[src/lir_pkg.sv]
// Shared constants and types for the linear interpolation resampler.
`timescale 1ns / 1ps
`default_nettype none

package lir_pkg;

  // Fixed-point format of phase and step
  localparam int FRAC_BITS      = 16;
  localparam int MAX_OUT_PER_IN = 8;
  localparam int PHASE_W        = FRAC_BITS + 6;
  localparam int STEP_W         = 20;
  localparam int SAMPLE_W       = 16;
  localparam int DIFF_W         = SAMPLE_W + 1;
  localparam int PROD_W         = DIFF_W + FRAC_BITS;
  localparam int CNT_W          = $clog2(MAX_OUT_PER_IN + 1);
  localparam int BIT_W          = $clog2(FRAC_BITS);

  // Configuration port
  localparam int                 PADDR_W    = 3;
  localparam int                 PDATA_W    = 32;
  localparam logic [STEP_W-1:0]  STEP_RESET = STEP_W'(196608);
  localparam logic               REG_STEP   = 1'b0;  // word index of step_ratio

  typedef logic signed [SAMPLE_W-1:0] sample_t;
  typedef logic signed [DIFF_W-1:0]   diff_t;
  typedef logic signed [PROD_W-1:0]   prod_t;

  typedef enum logic [1:0] {
    ST_IDLE,
    ST_CHECK,
    ST_MUL,
    ST_EMIT
  } lir_state_e;

endpackage

`default_nettype wire

[src/lir_if.sv]
// Valid/ready channel interfaces for input and result items.
`timescale 1ns / 1ps
`default_nettype none

interface lir_in_if;
  import lir_pkg::*;
  logic    valid;
  logic    ready;
  sample_t in_sample;
  logic    silent;

  modport source (output valid, output in_sample, output silent, input ready);
  modport sink   (input valid, input in_sample, input silent, output ready);
endinterface

interface lir_out_if;
  import lir_pkg::*;
  logic    valid;
  logic    ready;
  sample_t out_sample;
  logic    last;

  modport source (output valid, output out_sample, output last, input ready);
  modport sink   (input valid, input out_sample, input last, output ready);
endinterface

`default_nettype wire

[src/linear_interp_resampler.sv]
// Top level of the linear interpolation resampler to the 16 kHz output rate.
//
// Usage: input items (in_sample, silent) arrive on in_i, results
// (out_sample, last) leave on out_o; both are valid/ready channels.
// step_ratio (input rate / 16000, 16 fraction bits) is written through the
// APB-style port at byte address 0 and read back there; write it while idle.
// The first item after reset is only stored and gives no result. Each later
// item gives zero to eight results; last marks the final one of an item.
// Sequence: an item is accepted in the idle state; then each result passes
// a check step, the bit-serial multiplier, a step to register its product
// and an emit step, and a closing check step ends the item.
// Results go to an output register: the next item is accepted while the
// final result still waits, but a stalled receiver holds the emit step of
// any further result until the register frees.
// Reset clears the phase, the stored sample and the step to 3.0.
`timescale 1ns / 1ps
`default_nettype none

module linear_interp_resampler
  import lir_pkg::*;
(
  input  wire logic               clk_i,
  input  wire logic               rst_ni,
  lir_in_if.sink                  in_i,
  lir_out_if.source               out_o,
  input  wire logic               psel,
  input  wire logic               penable,
  input  wire logic               pwrite,
  input  wire logic [PADDR_W-1:0] paddr,
  input  wire logic [PDATA_W-1:0] pwdata,
  output logic      [PDATA_W-1:0] prdata,
  output logic                    pready
);

  lir_state_e           state_q, state_d;
  logic [STEP_W-1:0]    step_q;
  logic                 have_prev_q;
  sample_t              prev_q;
  sample_t              cur_q;
  diff_t                diff_q;
  logic [PHASE_W-1:0]   phase_q;
  logic [CNT_W-1:0]     count_q;
  logic                 out_valid_q;
  sample_t              out_sample_q;
  logic                 out_last_q;

  logic                 in_fire;
  logic                 cfg_wr;
  sample_t              cur_in;
  logic                 phase_lt_one;
  logic                 more;
  logic [PHASE_W-1:0]   phase_next;
  logic                 out_free;
  logic                 mul_start;
  logic                 mul_done;
  prod_t                mul_prod;
  logic signed [PROD_W:0] num;
  logic signed [PROD_W-FRAC_BITS:0] quo;
  logic                 emit_go;
  logic                 in_ready;

  // Configuration port
  assign pready = 1'b1;
  assign cfg_wr = psel && penable && pwrite && (paddr[PADDR_W-1] == REG_STEP);
  assign prdata = (paddr[PADDR_W-1] == REG_STEP) ? PDATA_W'(step_q) : '0;

  always_ff @(posedge clk_i or negedge rst_ni) begin
    if (!rst_ni) begin
      step_q <= STEP_RESET;
    end else if (cfg_wr) begin
      step_q <= pwdata[STEP_W-1:0];
    end
  end

  // Loop condition and interpolation result
  assign in_fire      = in_i.valid && in_ready;
  assign cur_in       = in_i.silent ? sample_t'(0) : in_i.in_sample;
  assign phase_lt_one = (phase_q[PHASE_W-1:FRAC_BITS] == '0);
  assign more         = phase_lt_one && (count_q < CNT_W'(MAX_OUT_PER_IN));
  assign phase_next   = phase_q + PHASE_W'(step_q);
  assign out_free     = !out_valid_q || out_o.ready;
  assign num          = ($signed({prev_q, {FRAC_BITS{1'b0}}}) + (PROD_W+1)'(0))
                      + (PROD_W+1)'(mul_prod);
  // Truncate toward zero: round negative values with a fraction up
  assign quo          = num[PROD_W:FRAC_BITS]
                      + (PROD_W-FRAC_BITS+1)'(num[PROD_W] && (|num[FRAC_BITS-1:0]));

  lir_mul u_mul (
    .clk_i    (clk_i),
    .rst_ni   (rst_ni),
    .start_i  (mul_start),
    .mcand_i  (diff_q),
    .mplier_i (phase_q[FRAC_BITS-1:0]),
    .done_o   (mul_done),
    .prod_o   (mul_prod)
  );

  // Next state
  always_comb begin
    state_d = state_q;
    unique case (state_q)
      ST_IDLE:  if (in_fire && have_prev_q) state_d = ST_CHECK;
      ST_CHECK: state_d = more ? ST_MUL : ST_IDLE;
      ST_MUL:   if (mul_done) state_d = ST_EMIT;
      ST_EMIT:  if (out_free) state_d = ST_CHECK;
      default:  state_d = ST_IDLE;
    endcase
  end

  // Control outputs
  always_comb begin
    in_ready  = 1'b0;
    mul_start = 1'b0;
    emit_go   = 1'b0;
    unique case (state_q)
      ST_IDLE:  in_ready  = 1'b1;
      ST_CHECK: mul_start = more;
      ST_MUL:   ;
      ST_EMIT:  emit_go   = out_free;
      default:  ;
    endcase
  end

  assign in_i.ready = in_ready;

  always_ff @(posedge clk_i or negedge rst_ni) begin
    if (!rst_ni) begin
      state_q     <= ST_IDLE;
      have_prev_q <= 1'b0;
      prev_q      <= '0;
      phase_q     <= '0;
      count_q     <= '0;
      out_valid_q <= 1'b0;
    end else begin
      state_q <= state_d;
      // Load a new result, or drop the held one once taken
      if (emit_go) begin
        out_valid_q <= 1'b1;
        phase_q     <= phase_next;
        count_q     <= count_q + CNT_W'(1);
      end else if (out_o.ready) begin
        out_valid_q <= 1'b0;
      end
      // Store the first item, or start the loop over a later one
      if (in_fire) begin
        count_q <= '0;
        if (!have_prev_q) begin
          have_prev_q <= 1'b1;
          prev_q      <= cur_in;
        end
      end
      // Close the loop: reduce the phase by one (clear it if below one) and advance the sample
      if (state_q == ST_CHECK && !more) begin
        phase_q <= phase_lt_one ? '0 : phase_q - PHASE_W'(1 << FRAC_BITS);
        prev_q  <= cur_q;
      end
    end
  end

  always_ff @(posedge clk_i) begin
    if (in_fire) begin
      cur_q  <= cur_in;
      diff_q <= DIFF_W'(cur_in) - DIFF_W'(prev_q);
    end
    if (emit_go) begin
      out_sample_q <= quo[SAMPLE_W-1:0];
      out_last_q   <= (phase_next[PHASE_W-1:FRAC_BITS] != '0)
                   || (count_q == CNT_W'(MAX_OUT_PER_IN - 1));
    end
  end

  assign out_o.valid      = out_valid_q;
  assign out_o.out_sample = out_sample_q;
  assign out_o.last       = out_last_q;

endmodule

`default_nettype wire

[src/lir_mul.sv]
// Bit-serial signed by unsigned multiplier, one multiplier bit per cycle, MSB first.
`timescale 1ns / 1ps
`default_nettype none

module lir_mul
  import lir_pkg::*;
(
  input  wire logic                 clk_i,
  input  wire logic                 rst_ni,
  input  wire logic                 start_i,
  input  wire diff_t                mcand_i,
  input  wire logic [FRAC_BITS-1:0] mplier_i,
  output logic                      done_o,
  output prod_t                     prod_o
);

  logic                 busy_q, busy_d;
  logic                 done_q, done_d;
  logic [BIT_W-1:0]     bit_q, bit_d;
  logic [FRAC_BITS-1:0] mplier_q, mplier_d;
  diff_t                mcand_q, mcand_d;
  prod_t                acc_q, acc_d;

  // Shift the product left and add the multiplicand for each set bit
  always_comb begin
    busy_d   = busy_q;
    done_d   = 1'b0;
    bit_d    = bit_q;
    mplier_d = mplier_q;
    mcand_d  = mcand_q;
    acc_d    = acc_q;
    if (start_i) begin
      busy_d   = 1'b1;
      bit_d    = '0;
      mplier_d = mplier_i;
      mcand_d  = mcand_i;
      acc_d    = '0;
    end else if (busy_q) begin
      acc_d    = (acc_q <<< 1)
               + (mplier_q[FRAC_BITS-1] ? PROD_W'(mcand_q) : prod_t'(0));
      mplier_d = mplier_q << 1;
      bit_d    = bit_q + BIT_W'(1);
      if (bit_q == BIT_W'(FRAC_BITS - 1)) begin
        busy_d = 1'b0;
        done_d = 1'b1;
      end
    end
  end

  always_ff @(posedge clk_i or negedge rst_ni) begin
    if (!rst_ni) begin
      busy_q <= 1'b0;
      done_q <= 1'b0;
      bit_q  <= '0;
    end else begin
      busy_q <= busy_d;
      done_q <= done_d;
      bit_q  <= bit_d;
    end
  end

  always_ff @(posedge clk_i) begin
    mplier_q <= mplier_d;
    mcand_q  <= mcand_d;
    acc_q    <= acc_d;
  end

  assign done_o = done_q;
  assign prod_o = acc_q;

endmodule

`default_nettype wire
[src/flat_wrapper.sv]
// flat-port wrapper written by rule: the top's interface ports become plain ports
module linear_interp_resampler_flat import lir_pkg::*;
  (clk_i, rst_ni, psel, penable, pwrite, paddr, pwdata, prdata, pready, in_i_valid, in_i_in_sample, in_i_silent, in_i_ready, out_o_valid, out_o_out_sample, out_o_last, out_o_ready);
  lir_in_if in_i_i ();
  lir_out_if out_o_i ();
  input  wire logic clk_i;
  input  wire logic rst_ni;
  input  wire logic psel;
  input  wire logic penable;
  input  wire logic pwrite;
  input  wire logic [PADDR_W-1:0] paddr;
  input  wire logic [PDATA_W-1:0] pwdata;
  output logic      [PDATA_W-1:0] prdata;
  output logic pready;
  input wire logic [$bits(in_i_i.valid)-1:0] in_i_valid;
  input wire logic [$bits(in_i_i.in_sample)-1:0] in_i_in_sample;
  input wire logic [$bits(in_i_i.silent)-1:0] in_i_silent;
  output wire logic [$bits(in_i_i.ready)-1:0] in_i_ready;
  output wire logic [$bits(out_o_i.valid)-1:0] out_o_valid;
  output wire logic [$bits(out_o_i.out_sample)-1:0] out_o_out_sample;
  output wire logic [$bits(out_o_i.last)-1:0] out_o_last;
  input wire logic [$bits(out_o_i.ready)-1:0] out_o_ready;
  assign in_i_i.valid = in_i_valid;
  assign in_i_i.in_sample = in_i_in_sample;
  assign in_i_i.silent = in_i_silent;
  assign in_i_ready = in_i_i.ready;
  assign out_o_valid = out_o_i.valid;
  assign out_o_out_sample = out_o_i.out_sample;
  assign out_o_last = out_o_i.last;
  assign out_o_i.ready = out_o_ready;
  linear_interp_resampler u_core (.clk_i(clk_i), .rst_ni(rst_ni), .in_i(in_i_i), .out_o(out_o_i), .psel(psel), .penable(penable), .pwrite(pwrite), .paddr(paddr), .pwdata(pwdata), .prdata(prdata), .pready(pready));
endmodule
[config.mk]
export PLATFORM = sky130hd
export DESIGN_NAME = linear_interp_resampler_flat
export DESIGN_NICKNAME = d
export VERILOG_FILES = /design/src/lir_pkg.sv /design/src/lir_if.sv /design/src/linear_interp_resampler.sv /design/src/lir_mul.sv /design/src/flat_wrapper.sv
export SDC_FILE = /design/constraint.sdc
export NUM_CORES = 1
export LEC_CHECK = 0
export BUFFER_PORTS_ARGS = -buffer_cell sky130_fd_sc_hd__buf_4
export CORE_MARGIN = 2
export CORE_UTILIZATION = 25
export CTS_BUF_LIST = sky130_fd_sc_hd__clkbuf_16
export DETAILED_ROUTE_END_ITERATION = 8
export REMOVE_ABC_BUFFERS = 1
export SLEW_MARGIN = 40
export SYNTH_ARGS = -nofsm -noshare
export SYNTH_HDL_FRONTEND = slang
export SYNTH_SLANG_ARGS = --single-unit
[constraint.sdc]
create_clock -name clk_i -period 6.2 [get_ports clk_i]
set_clock_uncertainty 0.05 [all_clocks]
set_input_delay 0.31 -clock clk_i [delete_from_list [all_inputs] [get_ports clk_i]]
set_output_delay 0.31 -clock clk_i [all_outputs]
set_load 0.01 [all_outputs]
Word level (Yosys, flattened, before mapping)
Cells that the tools add are included.
{ "classes": {"add_sub_neg": 8, "n_lt_le_gt_ge": 1, "eq_ne": 9, "muxes": 31, "n_bitwise": 1, "reduce_logical": 23} }
{ "ops": {"columns": ["op", "n"], "rows": [
  ["two-way mux 16 bit", 6],
  ["two-way mux 22 bit", 3],
  ["adder 32 x 33 -> 34 bit", 1],
  ["adder 33 bit", 1],
  ["two-way mux 33 bit", 1],
  ["adder 22 x 20 -> 22 bit", 1],
  ["subtractor 22 x 17 -> 22 bit, second input constant", 1],
  ["two-way mux 20 bit", 1],
  ["subtractor 16 x 16 -> 17 bit", 1],
  ["adder 16 x 1 -> 16 bit", 1],
  ["two-way mux 4 bit", 4],
  ["OR reduction 16 bit", 1],
  ["two-way mux 1 bit", 11],
  ["nonzero test 2 bit", 5],
  ["adder 4 x 1 -> 4 bit, second input constant", 2],
  ["logical AND 1 bit", 8],
  ["two-way mux 2 bit", 4],
  ["case mux 2 bit (4 select lines)", 1],
  ["zero test 6 bit", 1],
  ["nonzero test 6 bit", 1],
  ["equality test 2 bit, second input constant", 2],
  ["equality test 4 x 3 -> 1 bit, second input constant", 1],
  ["equality test 4 bit, second input constant", 1],
  ["< comparator 4 bit, second input constant", 1],
  ["other kinds (9)", 13]
]} }
{ "totals": {"register_bits": 188, "in_bits": 59, "out_inout_bits": 52, "elab_cells": 90} }

Depth between registers and ports, before layout
{ "depth": {"word_depth": 6, "depth_mapped": 15} }

Modules after synthesis
Synthesis repeated with hierarchy kept, for this count alone.
{ "hier_totals": {"hier_cells": 1226, "hier_area_um2": 12065.3} }
{ "by_module_without_submodules": {"columns": ["module", "instances", "cells_each", "area_per_inst_um2", "seq_area_each_um2"], "rows": [
  ["linear_interp_resampler", 1, 791, 7813.7, 3155.5],
  ["lir_mul", 1, 435, 4251.6, 1801.7]
]} }

Worst setup path before layout
Ideal clock, no wire load.
{ "synth_path": {"path_kind": "register to register", "startpoint": "reg u_core.prev_q[4]", "endpoint": "reg u_core.out_sample_q[14], in the netlist u_core.out_o.out_sample[14], data pin", "setup_ps": 258, "arrival_ps": 3026, "t_required_ps": 5892, "setup_slack_ps": 2867, "path_stages_with_launch": 16, "path_cell_list": "dfrtp_1 ha_1 a2111oi_0 o21ai_1 nand2_1 o311ai_1 a21oi_1 nor4b_1 nor2_1 ha_1 ha_1 nand2_1 nor2_1 nor4b_2 nand3_1 xnor2_1"} }
{ "synth_between": {"elab_chain_cells": 3} }
{ "synth_rtl": {"columns": ["element", "line_no", "text"], "rows": [
  ["from (decl)", "linear_interp_resampler.sv:38", "sample_t prev_q;"],
  ["from (signal assigned)", "linear_interp_resampler.sv:149", "prev_q <= cur_in;"],
  ["from (signal assigned)", "linear_interp_resampler.sv:155", "prev_q <= cur_q;"],
  ["adder 32 x 33 -> 34 bit *", "linear_interp_resampler.sv:83", "+ (PROD_W+1)'(mul_prod);"],
  ["logical AND 1 bit", "linear_interp_resampler.sv:86", "+ (PROD_W-FRAC_BITS+1)'(num[PROD_W] && (|num[FRAC_BITS-1:0]));"],
  ["adder 16 x 1 -> 16 bit *", "linear_interp_resampler.sv:86", null],
  ["net u_core.quo[14]", "linear_interp_resampler.sv:58", "logic signed [PROD_W-FRAC_BITS:0] quo;"],
  ["to (signal assigned)", "linear_interp_resampler.sv:166", "out_sample_q <= quo[SAMPLE_W-1:0];"],
  ["to (decl)", "linear_interp_resampler.sv:44", "sample_t out_sample_q;"]
]} }
Mark *: on every way through the listed nets, which the timed path passes. The rest lies on a longest branch.
A chain may end at the register's enable or synchronous reset.

Worst setup path after layout
Same ends and word-level chain as after synthesis.

==> out/results.tsv <==
stage	metric	value	unit
synthesis	Post-synth EDFFs	83	
placement	Port Buf Inserts	83	
timing	Final setup viols	0	
cells_and_area	diode count	0	
synthesis	Synth top area share	21.41	%
timing	maximum clock rate	241.6	MHz
grt	GRT Total Usage	11.36	%
placement	Area after DPL	12910	sq um
placement	Placer Congestion	0.8646	
timing	RSZ-0062 raised after global routing	false	
cells_and_area	Filler cells	4846	
critical_path	Crit. End Element	flop	
power_and_ir_drop	P_leak	6.004	nW
clocking	root buf cell	clkbuf_16	
timing	Final Hold Vio Count	0	
critical_path	Setup CP Type	flop to flop	
power_and_ir_drop	internal power	0.004141	W
timing	worst rel slew slack	52.29	%
cells_and_area	Nets	1431	
power_and_ir_drop	Comb power frac	54.7	%
synthesis	asr flop ratio synth	38.30	%
detailed_routing	Remaining DRCs	0	
cells_and_area	synthesis-to-finish area growth	16.02	%
power_and_ir_drop	P_sw	0.003173	W
clocking	H-tree Lvls	4	
clocking	CTS tree	done	
clocking	Clock Latency Late Sink	0.44	ns
synthesis	Cell variety after synth	76	
grt	Congestion Overflow GR	0	
die	Horiz. Die Dim	219.8	um
clocking	Reg clk slew, reported paths	0.07	ns
synthesis	post-synthesis instance total	1196	
detailed_routing	total number of vias	8731	
power_and_ir_drop	sw frac	43.38	%
synthesis	sequential share of the synthesized area	42.59	%
critical_path	CP arrival	4.28	ns
detailed_routing	DRT antenna net count	0	
synthesis	Syn. warnings	0	
timing	Period Utilization, post-route	66.75	%
die	core area	46260	sq um
timing	post-route minimum period	4.139	ns
power_and_ir_drop	Pwr Density	541.7	nW/um^2
grt	largest net degree at the start of global routing	64	
clocking	TritonCTS Buffers	17	
die	Ports	111	
grt	first-pass GRT wire length	43.79	mm
synthesis	Yosys reg bits	188	
synthesis	top cells by area, synth	edfxtp_1 21%, dfrtp_1 15%, ha_1 10%, dfxtp_1 5.7%, xnor2_1 4.4%	
detailed_routing	DRT iter0 DRCs	458	
clocking	clk sink count	188	
synthesis	Synth area leader	edfxtp_1	
cells_and_area	fraction of layout cells with a size suffix above 1	12.99	%
power_and_ir_drop	clock share of power	14.9	%
placement	DP Wirelength	20.02	mm
critical_path	CP Max Fanout	5	
cells_and_area	commonest non-fill, non-tap cell in the layout	nand2_1	
grt	vias in the first global route	8517	
run	Max-Cap Viols	0	
detailed_routing	WL per Instance	14.34	um
run_status	status	finished clean	
die	die area	48300	sq um
synthesis	Mapped Area	11640	sq um
synthesis	Main synth FF type	edfxtp_1	
cells_and_area	Final Cell Area	13500	sq um
die	Starting Density	25.16	%
clocking	clk buf depth	2	
critical_path	Critical Path RT	6.34	ns
timing	worst hold slack	0.04504	ns
critical_path	startpoint types	flop	
synthesis	syn avg cell area	9.731	sq um
detailed_routing	Via density	4.612	
detailed_routing	Routed WL	27.14	mm
die	Die Ht	219.8	um
timing	Worst-Margin Slew	0.7123	ns
timing	Max Slew Vio Count	0	
power_and_ir_drop	Max rail drop VDD	0.2150	mV
power_and_ir_drop	Seq pwr share	30.4	%
grt	initial antenna violation count	0	
timing	Post-Route Setup TNS	0	ns
die	num rows	79	
cells_and_area	commonest cells after routing, fill and taps aside	123 x nand2_1, 95 x ha_1, 89 x nor2_1	
detailed_routing	DR pass1 iterations	6	
min_path	HP Class	input pin to flop	
==> path summary, 6_finish.rpt <==
| path | from | endpoint | slack (ns) | cells after the start |
|---|---|---|---|---|
| max | u_core.prev_q[4]$_DFFE_PN0P_ | u_core.out_o.out_sample[14]$_DFFE_PP_ | 2.06 | 15 |
| min reg2reg | u_core.diff_q[15]$_DFFE_PP_ | u_core.u_mul.mcand_q[15]$_DFFE_PP_ | 0.37 | 0 |
| max in group asynchronous | rst_ni | u_core.prev_q[5]$_DFFE_PN0P_ | 5.07 | 3 |
| max reg2reg | u_core.prev_q[4]$_DFFE_PN0P_ | u_core.out_o.out_sample[14]$_DFFE_PP_ | 2.06 | 15 |
| min in group asynchronous | rst_ni | u_core.step_q[5]$_DFFE_PN0P_ | 0.18 | 2 |
| min | pwdata[5] | u_core.step_q[5]$_DFFE_PN0P_ | 0.05 | 2 |
==> power by group through the flow <==
stage	Sequential [W]	Clock, W	Combinational [W]
floorplan	0.00216	0	0.00309
global placement	0.00225	0	0.00387
detailed placement	0.00226	0	0.00395
CTS	0.00223	0.00112	0.00400
global route	0.00228	0.00116	0.00452
finish	0.00222	0.00109	0.00400
==> per-layer routing <==
layer  vias to the layer above  track usage, %  wire [um]
met5                         -               0          0
met4                         0           4.139        654
met3                        29           1.753        753
met2                       122           18.82      12630
met1                      4179           14.94      13100
li1                       4401               -          -
==> area by class of cell <==
cell class	instances	area [sq um]	share of cell area [%]
inverters	58	220.2	1.631
well taps	607	759.5	5.625
repair buffers	90	681.9	5.050
clock inverters	15	153.9	1.140
flip-flops and latches	188	4957	36.71
clock buffers	17	425.4	3.150
multi-input cells	918	6305	46.69
==> Yosys cell counts, types with 3 or more instances <==
master	count
nand2_1	124
ha_1	95
nor2_1	89
edfxtp_1	83
a21oi_1	80
dfrtp_1	70
xnor2_1	58
inv_1	55
o21ai_0	52
nor2b_1	45
dfxtp_1	33
a21o_1	32
mux2i_1	31
xor2_1	27
and2_1	23
clkbuf_1	20
mux2_2	20
nand3_1	20
nor3_1	20
o21ai_1	17
nand2b_1	16
a31oi_1	15
buf_4	13
nand4_1	13
and3_1	12
buf_1	9
a211oi_1	8
or2_2	8
nor4_1	7
o211ai_1	7
o21a_1	6
nor3b_1	5
or3_1	5
a21boi_0	4
fa_1	4
o21bai_1	4
o22ai_1	4
a211o_1	3
a22o_1	3
nor4b_1	3
o211a_1	3
o31ai_1	3
==> critical path, cell delays in order, from the launching register on <==
cell and delay [ns]:
dfrtp_1 0.44, ha_1 0.37, a2111oi_0 0.63, o21ai_1 0.21, nand2_1 0.17, o311ai_1 0.13
a21oi_1 0.27, nor4b_1 0.10, nor2_1 0.20, ha_1 0.20, ha_1 0.21, nand2_1 0.08
nor2_1 0.17, nor4b_2 0.38, nand3_1 0.14, xnor2_1 0.14
==> sequential cells by signal, indices dropped and copies added, names as in the netlist, 4 cells and up <==
register                 flops
u_core.u_mul.mcand_q        17
u_core.count_q               4
u_core.u_mul.prod_o         33
u_core.phase_q              22
u_core.u_mul.mplier_q       16
u_core.step_q               20
u_core.u_mul.bit_q           4
u_core.cur_q                16
u_core.out_o.out_sample     16
u_core.diff_q               17
u_core.prev_q               16
==> stage by stage <==
| step | instances | total power [W] | util, % | setup WS [ns] |
|---|---|---|---|---|
| 3_5_place_dp | 1860 | 0.006207 | 27.91 | 2.034 |
| 6_report | 1893 | 0.007315 | 29.19 | 2.062 |
| 4_1_cts | 1893 | 0.007351 | 29.18 | 2.009 |
| 3_3_place_gp | 1859 | 0.006123 | 27.87 | 2.155 |
| 2_1_floorplan | 1164 | 0.005242 | - | 2.867 |
| 5_1_grt | 1893 | 0.007962 | 29.19 | 1.542 |
==> kinds of logic (layout without fill, tap and decap cells) <==
family / count (synthesis) / in the layout / share of synthesized area, %
simple gates: 396 / 396 / 16.59
compound gates: 273 / 273 / 15.03
flops: 188 / 188 / 42.59
buf+inv: 101 / 180 / 3.687
fa+ha+maj: 99 / 99 / 10.90
xor+xnor: 86 / 86 / 6.536
mux: 51 / 51 / 4.601
other cells: 2 / 13 / 0.06453
==> repair_timing <==
item,CTS,global route
hold buffers,1,0
endpoints found under the hold margin,9,0
resized for setup,0,0
setup buffers,0,0
Note: power is estimated with default switching activity, not from simulation.
